## src/design/erlc_pkg.sv

```systemverilog
// erlc_pkg: types and constants for the expert residency LRU cache.
// Used by erlc_cell and expert_residency_lru_cache. No dependencies.
package erlc_pkg;

  localparam int          MAX_ENTRIES_DEF = 64;
  localparam int          CAP_W           = 7;
  localparam logic [6:0]  CAP_RESET       = 7'd64;
  localparam logic [31:0] CNT_SAT         = 32'hFFFF_FFFF;

  localparam logic OP_PROBE = 1'b0;
  localparam logic OP_LOAD  = 1'b1;

  typedef logic [15:0] key_t;

  typedef struct packed {
    logic       operation;
    logic [7:0] layer;
    logic [7:0] expert;
  } in_t;

  typedef struct packed {
    logic        hit;
    logic [31:0] hit_count;
    logic [31:0] miss_count;
    logic [6:0]  occupancy;
  } out_t;

  // broadcast from control to every cell
  typedef struct packed {
    logic shift;
    key_t key;
  } ctrl_t;

endpackage

```

## src/design/expert_residency_lru_cache.sv

```systemverilog
// expert_residency_lru_cache: fully associative LRU residency table, top level.
// Holds the cell chain, capacity register, counters and sequencing.
// Depends on erlc_pkg and erlc_cell.
//
//  channel | ports                       | transfer
//  --------+-----------------------------+-------------------------------
//  input   | start, busy, in_req         | start && !busy
//  result  | out_valid, out_res          | out_valid, one cycle, no stall
//  config  | cfg_we, cfg_wdata           | cfg_we
//
// A transaction needs a compare cycle, where all cells check the key in parallel,
// then a shift cycle, where on a load the chain moves one place toward the old end
// up to the hit or insert point. busy covers both; the result strobes in the cycle
// after the shift and the next transaction can be accepted at the edge ending it.
// Reset (synchronous) empties the chain and clears counters; capacity returns to 64.
// The receiver cannot stall the result.
module expert_residency_lru_cache #(
  parameter int MAX_ENTRIES = erlc_pkg::MAX_ENTRIES_DEF
) (
  input  logic                  clk,
  input  logic                  rst_n,
  input  logic                  start,
  output logic                  busy,
  input  erlc_pkg::in_t         in_req,
  output logic                  out_valid,
  output erlc_pkg::out_t        out_res,
  input  logic                  cfg_we,
  input  logic [6:0]            cfg_wdata
);

  localparam int IW   = $clog2(MAX_ENTRIES);
  localparam int CW   = $clog2(MAX_ENTRIES + 1);
  localparam int CAPW = (CW > erlc_pkg::CAP_W) ? CW : erlc_pkg::CAP_W;

  logic [6:0]          cap_r;
  erlc_pkg::in_t       req_r;
  logic                ph1_r, ph2_r;
  logic                hit_r;
  logic [IW-1:0]       hidx_r;
  logic [CW-1:0]       count_r, count_nxt;
  logic [31:0]         hits_r, hits_nxt;
  logic [31:0]         miss_r, miss_nxt;
  logic                out_valid_r;
  erlc_pkg::out_t      out_r;

  erlc_pkg::ctrl_t     ctrl;
  logic [CW-1:0]       limit;
  logic [CAPW-1:0]     cap_eff;
  logic                full;
  logic                is_load;
  logic [IW-1:0]       midx;

  erlc_pkg::key_t      ckey [MAX_ENTRIES+1];
  logic [MAX_ENTRIES:0] cvalid;
  logic [MAX_ENTRIES-1:0] match;

  assign busy      = ph1_r | ph2_r;
  assign out_valid = out_valid_r;
  assign out_res   = out_r;
  assign is_load   = (req_r.operation == erlc_pkg::OP_LOAD);

  always_comb begin
    if (cap_r == 7'd0) begin
      cap_eff = CAPW'(1);
    end else if (CAPW'(cap_r) > CAPW'(MAX_ENTRIES)) begin
      cap_eff = CAPW'(MAX_ENTRIES);
    end else begin
      cap_eff = CAPW'(cap_r);
    end
  end

  assign full = CAPW'(count_r) >= cap_eff;

  always_comb begin
    if (hit_r) begin
      limit = CW'(hidx_r);
    end else if (full) begin
      limit = count_r - CW'(1);
    end else begin
      limit = count_r;
    end
  end

  assign ctrl.shift = ph2_r && is_load;
  assign ctrl.key   = {req_r.layer, req_r.expert};

  assign ckey[0]   = ctrl.key;
  assign cvalid[0] = 1'b1;

  for (genvar g = 0; g < MAX_ENTRIES; g++) begin : g_cell
    erlc_cell #(
      .CW  (CW),
      .IDX (g)
    ) u_cell (
      .clk        (clk),
      .rst_n      (rst_n),
      .ctrl       (ctrl),
      .limit      (limit),
      .prev_key   (ckey[g]),
      .prev_valid (cvalid[g]),
      .key        (ckey[g+1]),
      .valid      (cvalid[g+1]),
      .match      (match[g])
    );
  end

  // match is one-hot or empty: OR the indexes together
  always_comb begin
    midx = '0;
    for (int i = 0; i < MAX_ENTRIES; i++) begin
      if (match[i]) begin
        midx = midx | IW'(i);
      end
    end
  end

  always_comb begin
    hits_nxt  = hits_r;
    miss_nxt  = miss_r;
    count_nxt = count_r;
    if (is_load) begin
      if (hit_r) begin
        if (hits_r != erlc_pkg::CNT_SAT) begin
          hits_nxt = hits_r + 32'd1;
        end
      end else begin
        if (miss_r != erlc_pkg::CNT_SAT) begin
          miss_nxt = miss_r + 32'd1;
        end
        if (!full) begin
          count_nxt = count_r + CW'(1);
        end
      end
    end
  end

  always_ff @(posedge clk) begin
    if (!rst_n) begin
      cap_r       <= erlc_pkg::CAP_RESET;
      ph1_r       <= 1'b0;
      ph2_r       <= 1'b0;
      count_r     <= '0;
      hits_r      <= '0;
      miss_r      <= '0;
      out_valid_r <= 1'b0;
    end else begin
      if (cfg_we) begin
        cap_r <= cfg_wdata;
      end
      ph1_r       <= start && !busy;
      ph2_r       <= ph1_r;
      out_valid_r <= ph2_r;
      if (ph2_r) begin
        count_r <= count_nxt;
        hits_r  <= hits_nxt;
        miss_r  <= miss_nxt;
      end
    end
  end

  always_ff @(posedge clk) begin
    if (start && !busy) begin
      req_r <= in_req;
    end
    if (ph1_r) begin
      hit_r  <= |match;
      hidx_r <= midx;
    end
    if (ph2_r) begin
      out_r.hit        <= hit_r;
      out_r.hit_count  <= hits_nxt;
      out_r.miss_count <= miss_nxt;
      out_r.occupancy  <= 7'(count_nxt);
    end
  end

`ifndef SYNTHESIS
  a_out_idle: assert property (@(posedge clk) disable iff (!rst_n)
    out_valid |-> !busy)
    else $error("result strobe while busy");

  a_count_max: assert property (@(posedge clk) disable iff (!rst_n)
    count_r <= CW'(MAX_ENTRIES))
    else $error("occupancy above table size");

  a_valid_count: assert property (@(posedge clk) disable iff (!rst_n)
    $countones(cvalid[MAX_ENTRIES:1]) == int'(count_r))
    else $error("valid cells disagree with occupancy");

  a_match_unique: assert property (@(posedge clk) disable iff (!rst_n)
    ph1_r |-> $onehot0(match))
    else $error("key resident in more than one cell");
`endif

endmodule

```

## src/design/erlc_cell.sv

```systemverilog
// erlc_cell: one recency slot of the LRU chain (key, valid, match).
// Position in the chain is its recency rank. Depends on erlc_pkg.
module erlc_cell #(
  parameter int CW  = 7,
  parameter int IDX = 0
) (
  input  logic              clk,
  input  logic              rst_n,
  input  erlc_pkg::ctrl_t   ctrl,
  input  logic [CW-1:0]     limit,
  input  erlc_pkg::key_t    prev_key,
  input  logic              prev_valid,
  output erlc_pkg::key_t    key,
  output logic              valid,
  output logic              match
);

  erlc_pkg::key_t key_r;
  logic           valid_r;
  logic           take;

  assign take  = ctrl.shift && (CW'(IDX) <= limit);
  assign match = valid_r && (key_r == ctrl.key);
  assign key   = key_r;
  assign valid = valid_r;

  always_ff @(posedge clk) begin
    if (!rst_n) begin
      valid_r <= 1'b0;
    end else if (take) begin
      valid_r <= prev_valid;
    end
  end

  always_ff @(posedge clk) begin
    if (take) begin
      key_r <= prev_key;
    end
  end

endmodule

```

## config.mk

```make
export PLATFORM = sky130hd
export DESIGN_NAME = expert_residency_lru_cache
export DESIGN_NICKNAME = d
export VERILOG_FILES = /design/src/design/erlc_pkg.sv /design/src/design/expert_residency_lru_cache.sv /design/src/design/erlc_cell.sv
export SDC_FILE = /design/constraint.sdc
export NUM_CORES = 2
export LEC_CHECK = 0
export BUFFER_PORTS_ARGS = -buffer_cell sky130_fd_sc_hd__buf_4
export CORE_MARGIN = 10
export CORE_UTILIZATION = 35
export CTS_CLUSTER_DIAMETER = 50
export DETAILED_ROUTE_END_ITERATION = 6
export SLEW_MARGIN = 20
export SYNTH_ARGS = -nofsm -noshare
export SYNTH_HDL_FRONTEND = slang
export SYNTH_HIERARCHICAL = 1
export SYNTH_SLANG_ARGS = --single-unit
```

## constraint.sdc

```tcl
create_clock -name clk -period 15.2 [get_ports clk]
set_input_delay 1.52 -clock clk [delete_from_list [all_inputs] [get_ports clk]]
set_output_delay 1.52 -clock clk [all_outputs]
set_load 0.01 [all_outputs]
```

======== Word-level counts from Yosys, hierarchy flattened ========
Cells that the tools add are included.
Widths: inputs -> output; s select.
operators by class
  reduce and logical (&&, ||, !) cells .... 138
  multiplexer cells ....................... 219
  eq/ne operators ......................... 132
  bitwise gates (word level) .............. 1
  magnitude comparators ................... 66
  add/sub/neg operators ................... 4
operators with widths
  kind                   number
  $eq 16x16->1           64
  $mux 32                16
  $le 6x7->1 const A     32
  $mux 6                 24
  $ne 2x1->1 const B     66
  $mux 1                 131
  $logic_and 1x1->1      130
  $le 5x7->1 const A     16
  $mux 7                 16
  $mux 5                 16
  $add 32x1->32 const B  2
  $ne 32x32->1 const B   2
  $reduce_or 64->1       1
  $le 4x7->1 const A     8
  $mux 4                 8
  $reduce_or 32->1       1
  $le 3x7->1 const A     4
  $reduce_or 16->1       1
  $le 1x7->1 const A     2
  $le 2x7->1 const A     2
  $mux 3                 4
  $mux 2                 4
  $reduce_or 8->1        1
  $add 7x1->7 const B    1
  other kinds (8)        8
storage, ports and cells
  logic and storage cells ................. 709
  bits in registers ....................... 1265
  bits of input ports ..................... 28
  output and inout bits ................... 74

======== Depth between registers and ports, before layout ========
  word-level depth ........................ 61
  mapped depth ............................ 14

======== Cells and area by module ========
The synthesis kept the hierarchy.
by module, submodules not included
  module                              area an instance (um^2)  cells an instance  times used
  expert_residency_lru_cache          8977.4                   909                1
  erlc_cell at g_cell[33].u_cell ...  718.2                    45                 8
  erlc_cell at g_cell[15].u_cell ...  716.9                    44                 8
  erlc_cell at g_cell[27].u_cell ...  720.7                    46                 7
  erlc_cell at g_cell[10].u_cell ...  715.7                    44                 5
  erlc_cell at g_cell[12].u_cell ...  713.2                    43                 4
  erlc_cell at g_cell[22].u_cell ...  719.4                    45                 3
  erlc_cell at g_cell[20].u_cell ...  714.4                    44                 3
  erlc_cell at g_cell[41].u_cell ...  724.4                    46                 2
  erlc_cell at g_cell[23].u_cell ...  719.4                    44                 2
  erlc_cell at g_cell[17].u_cell ...  715.7                    45                 2
  erlc_cell at g_cell[53].u_cell      728.2                    46                 1
  erlc_cell at g_cell[19].u_cell      726.9                    45                 1
  erlc_cell at g_cell[11].u_cell      721.9                    45                 1
  17 more rows                        n/a                      n/a                n/a

======== Least setup slack after synthesis ========
OpenSTA, ideal clock, no wires.
  path type ............................... reg-to-reg
  from .................................... register cap_r[2]
  to ...................................... register g_cell[46].u_cell.valid_r
  buffers on the path ..................... 1
  path slack .............................. 8603 ps
  data required time ...................... 15080 ps
  clock period less this slack ............ 6597 ps
  cell stages (with the launch flop) ...... 15
  data arrival time ....................... 6477 ps
  path through ............................ dfxtp_1 nor3_1 a21oi_1 nor2_1 ha_1 nand2b_1 a31oi_1 o21a_1 clkbuf_1 o31ai_1 a31oi_1 a21oi_1 a21boi_0 mux2i_1 nor2b_1
on the way
  longest elaborated chain between the ends .. 11
ends and longest elaborated chain
  item                              line                               RTL
  start: declaration                expert_residency_lru_cache.sv:35   logic [6:0] cap_r;
  start signal: assignment          expert_residency_lru_cache.sv:139  cap_r <= erlc_pkg::CAP_RESET;
  start signal: assignment          expert_residency_lru_cache.sv:148  cap_r <= cfg_wdata;
  $gt 7x7->1                        expert_residency_lru_cache.sv:65   end else if (CAPW'(cap_r) > CAPW'(MAX_ENTRIES)) begin
  $mux 7                            expert_residency_lru_cache.sv:65
  $mux 7                            expert_residency_lru_cache.sv:63   if (cap_r == 7'd0) begin
  $mux 7 (*)                        expert_residency_lru_cache.sv:63
  $ge 7x7->1 (*)                    expert_residency_lru_cache.sv:72   assign full = CAPW'(count_r) >= cap_eff;
  $mux 7 (*)                        expert_residency_lru_cache.sv:77   end else if (full) begin
  $mux 7 (*) (2 in series)          expert_residency_lru_cache.sv:75   if (hit_r) begin
  named net limit[5]                expert_residency_lru_cache.sv:47   logic [CW-1:0] limit;
  $le 6x7->1 (*)                    erlc_cell.sv:22                    assign take = ctrl.shift && (CW'(IDX) <= limit);
  $logic_and 1x1->1 (*)             erlc_cell.sv:22
  named net g_cell[46].u_cell.take  erlc_cell.sv:20                    logic take;
  $ne 2x1->1 (no line) (*)          n/a
  end signal: assignment            erlc_cell.sv:31                    valid_r <= prev_valid;
  end: declaration                  erlc_cell.sv:19                    logic valid_r;
Mark *: on every way through the listed nets, which the timed path passes. The rest lies on a longest branch. The select of a mux whose other input is x is not followed.
A chain may end at the register's enable or synchronous reset.

======== Worst setup path after layout ========
  from .................................... register cap_r[2]
  to ...................................... register g_cell[9].u_cell.valid_r
on the way
  longest elaborated chain between the ends .. 11
ends and longest elaborated chain
  item                             line
  $gt 7x7->1                       expert_residency_lru_cache.sv:65
  $mux 7                           expert_residency_lru_cache.sv:65
  $mux 7                           expert_residency_lru_cache.sv:63
  $mux 7 (*)                       expert_residency_lru_cache.sv:63
  $ge 7x7->1 (*)                   expert_residency_lru_cache.sv:72
  $mux 7 (*)                       expert_residency_lru_cache.sv:77
  $mux 7 (*) (2 in series)         expert_residency_lru_cache.sv:75
  named net limit[6]               expert_residency_lru_cache.sv:47
  $le 4x7->1 (*)                   erlc_cell.sv:22
  $logic_and 1x1->1 (*)            erlc_cell.sv:22
  named net g_cell[9].u_cell.take  erlc_cell.sv:20
  $ne 2x1->1 (no line) (*)         n/a
  end signal: assignment           erlc_cell.sv:31
  end: declaration                 erlc_cell.sv:19
Marks and branches as above.

==> results.cfg <==
[synth]
seq_area_frac_synth_pct = 66.6
synth_top_area_share_pct = 61.3
yosys.area.top_type = edfxtp_1
synth_top_family_by_area = XOR/XNOR gates
postSynthCellCount = 3748
synth_cell_types = 70
synth_xor_xnor_area_share_pct = 17.5
muxShareOfSynthArea_pct = 1.46
syn_nets = 3787
ys_ff_latch = 1265
synth-simple-area-share_pct = 10.6
synthAdderAreaFrac_pct = 0.251
netlist_top_cells_count = edfxtp_1, xnor2_1, xor2_1, nand4_1, nand2_1
synth_compound_area_share_pct = 3.03
syn_area_per_cell_um2 = 14.6
synth_most_common_cell = edfxtp_1
netlist_area_um2 = 54800
synth_edf_count = 1120
async_flop_share_pct = 0
synth_top_cells_by_area = edfxtp_1, xnor2_1, dfxtp_1
ys.warnings.count = 6
synth_ff_type = edfxtp_1

[sta]
fmax_mhz = 208
rsz0062_at_grt = no
worst_slack_ns = 10.39
final.setup_skew_ns = 0.0260
drv_slew = 0
fin_tns_setup_ns = 0
timing.slew.headroom_pct = 28.3
finalCritPeriodShare_pct = 31.6
setup_viol = 0
hold_viol = 0
fin_crit_ns = 4.81
tightest_slew_ns = 1.07

[hold_path]
min_path_type = flip-flop to flip-flop

[setup_path]
endpoint_kind = flip-flop
crit_chain = nor3_1 > a21oi_1 > nor2_1 > ha_1 > nand2b_1 > a31oi_1 > o21a_1 > or4b_2 > a21oi_4 > buf_4 > buf_4 > nor3_1 > a21boi_2 > nor2_1 > a31o_2
crit_required_ns = 15.85
max_stage_delay_ns = 0.75
worstSetupPathType = flip-flop to flip-flop
start_kind = flip-flop
crit_buf_inv = 2
crit_fanout = 38
arrival_ns = 5.45
cp_top_family = compound AO/OA/AOI/OAI gates
slowest_stage = a21boi_2

[grt]
grt_pass1_wl_um = 209000
grt_pass1_vias = 31827
overflow = 0
antenna_found_initial = 0
grt_max_degree = 68
grt_usage_pct = 15.7

[clocking]
cts_tree = yes
clkTransAtPathRegs_ns = 0.06
clk_latency_ns = 0.76
cts_sinks = 1265
hold_buffers = 0
cts_inserted_buffers = 137
cts_buffer_depth = 3
cts_htree_levels = 4
cts-root-buf = clkbuf_16
cts.repair.resized = 0
cts_setup_buffers = 0

[floorplan]
io_pins = 102
num_rows = 145
fp.dieH_um = 416
die_area_um2 = 173000
start_util_pct = 35.1
coreArea_um2 = 156000
die_w_um = 416

[power_and_ir_drop]
p_per_area_nw_per_um2 = 119
leakagePower_uw = 0.0184
ir_drop_uv = 120

[placed_design]
place_congestion = 0.809
portBuffers = 101
dp_hpwl_um = 88200
pre_cts_ws_ns = 10.41

[status]
status = finished, final reports clean

[final_layout]
drive_gt1_share_pct = 11.7
area_growth_pct = 15.0
utilization_pct = 40.4
nNetsFinal = 4051

[detailed_routing]
wl_per_cell_um = 22.4
drc = 0
totalWireLength_um = 138000
drtIter0Drc = 2798
vias = 31823
avgViaCountPerCell = 5.15
drt_pass1_iterations = 5
ant_nets = 0

[flow_run]
maxCapViolCount = 0
-- state kept, by name, indices dropped and copies added (netlist names), 6 cells and up --
name,count
g_cell.u_cell/valid,64
g_cell.u_cell/key,1024
hits_r,32
ckey,16
out_res,72
hidx_r,6
miss_r,32
count_r,7
cap_r,7
-- where the power goes --
part	leakage (uW)	internal [uW]	switching, uW
sequential	0.0105	3780	25.1
combinational	0.00582	146	263
clock	0.00213	1890	1380
-- cell type report --
class	count	area, um^2
Fill cell	14293	93000
Sequential cell	1265	36500
Antenna cell	1	2.50
Inverter	11	41.3
Timing Repair Buffer	183	1410
Clock buffer	182	3740
Multi-Input combinational cell	2414	18100
Tap cell	2058	2570
Clock inverter	68	639
-- final timing paths --
kind | start | to | slack [ns] | depth (start not counted)
setup / recovery | cap_r[2] | g_cell[9].u_cell/valid | 10.39 | 15
hold reg to reg | g_cell[27].u_cell/key[10] | g_cell[28].u_cell/key[10] | 0.46 | 0
hold / removal | g_cell[27].u_cell/key[10] | g_cell[28].u_cell/key[10] | 0.46 | 0
setup reg to reg | cap_r[2] | g_cell[9].u_cell/valid | 10.39 | 15
-- cell families after synthesis --
family / after synthesis
flops: 1265
xor+xnor: 1093
simple gates: 980
compound gates: 249
mux: 80
buf+inv: 69
fa+ha+maj: 11
other cells: 1
-- routing by layer --
layer | track usage [%] | up-vias | wire length [um]
met4 | 3.85 | 0 | 2680
met2 | 25.8 | 1057 | 65700
met5 | 0 | - | 0
li1 | - | 14598 | -
met3 | 2.97 | 204 | 8730
met1 | 21.2 | 15964 | 61000
-- cell usage in the layout (no fill, tap or decap), drive strengths merged, types with 12 or more instances in the layout --
cell type,count
xor2,299
a21boi,17
nand4,228
nor3,48
nand2b,22
clkbuf,182
nor2,74
nand2,199
nor4,180
dfxtp,145
o31ai,27
and3,18
buf,183
nor2b,54
nand3,66
or3,25
a21oi,70
xnor2,794
o31a,12
o21a,22
o211ai,12
edfxtp,1120
o21ai,42
clkinv,39
inv,24
or4,37
mux2i,78
-- metrics by stage --
stage	power, uW	std cells	area [um^2]	hold WS (ns)
floorplan	4140	3748	54800	0.435
global placement	4280	5931	58700	0.445
detailed placement	4280	5931	58700	0.452
CTS	7540	6181	63100	0.458
global route	7720	6181	63100	0.472
finish	7480	6182	63100	0.459
No activity file was read; power rests on OpenSTA's default activity.
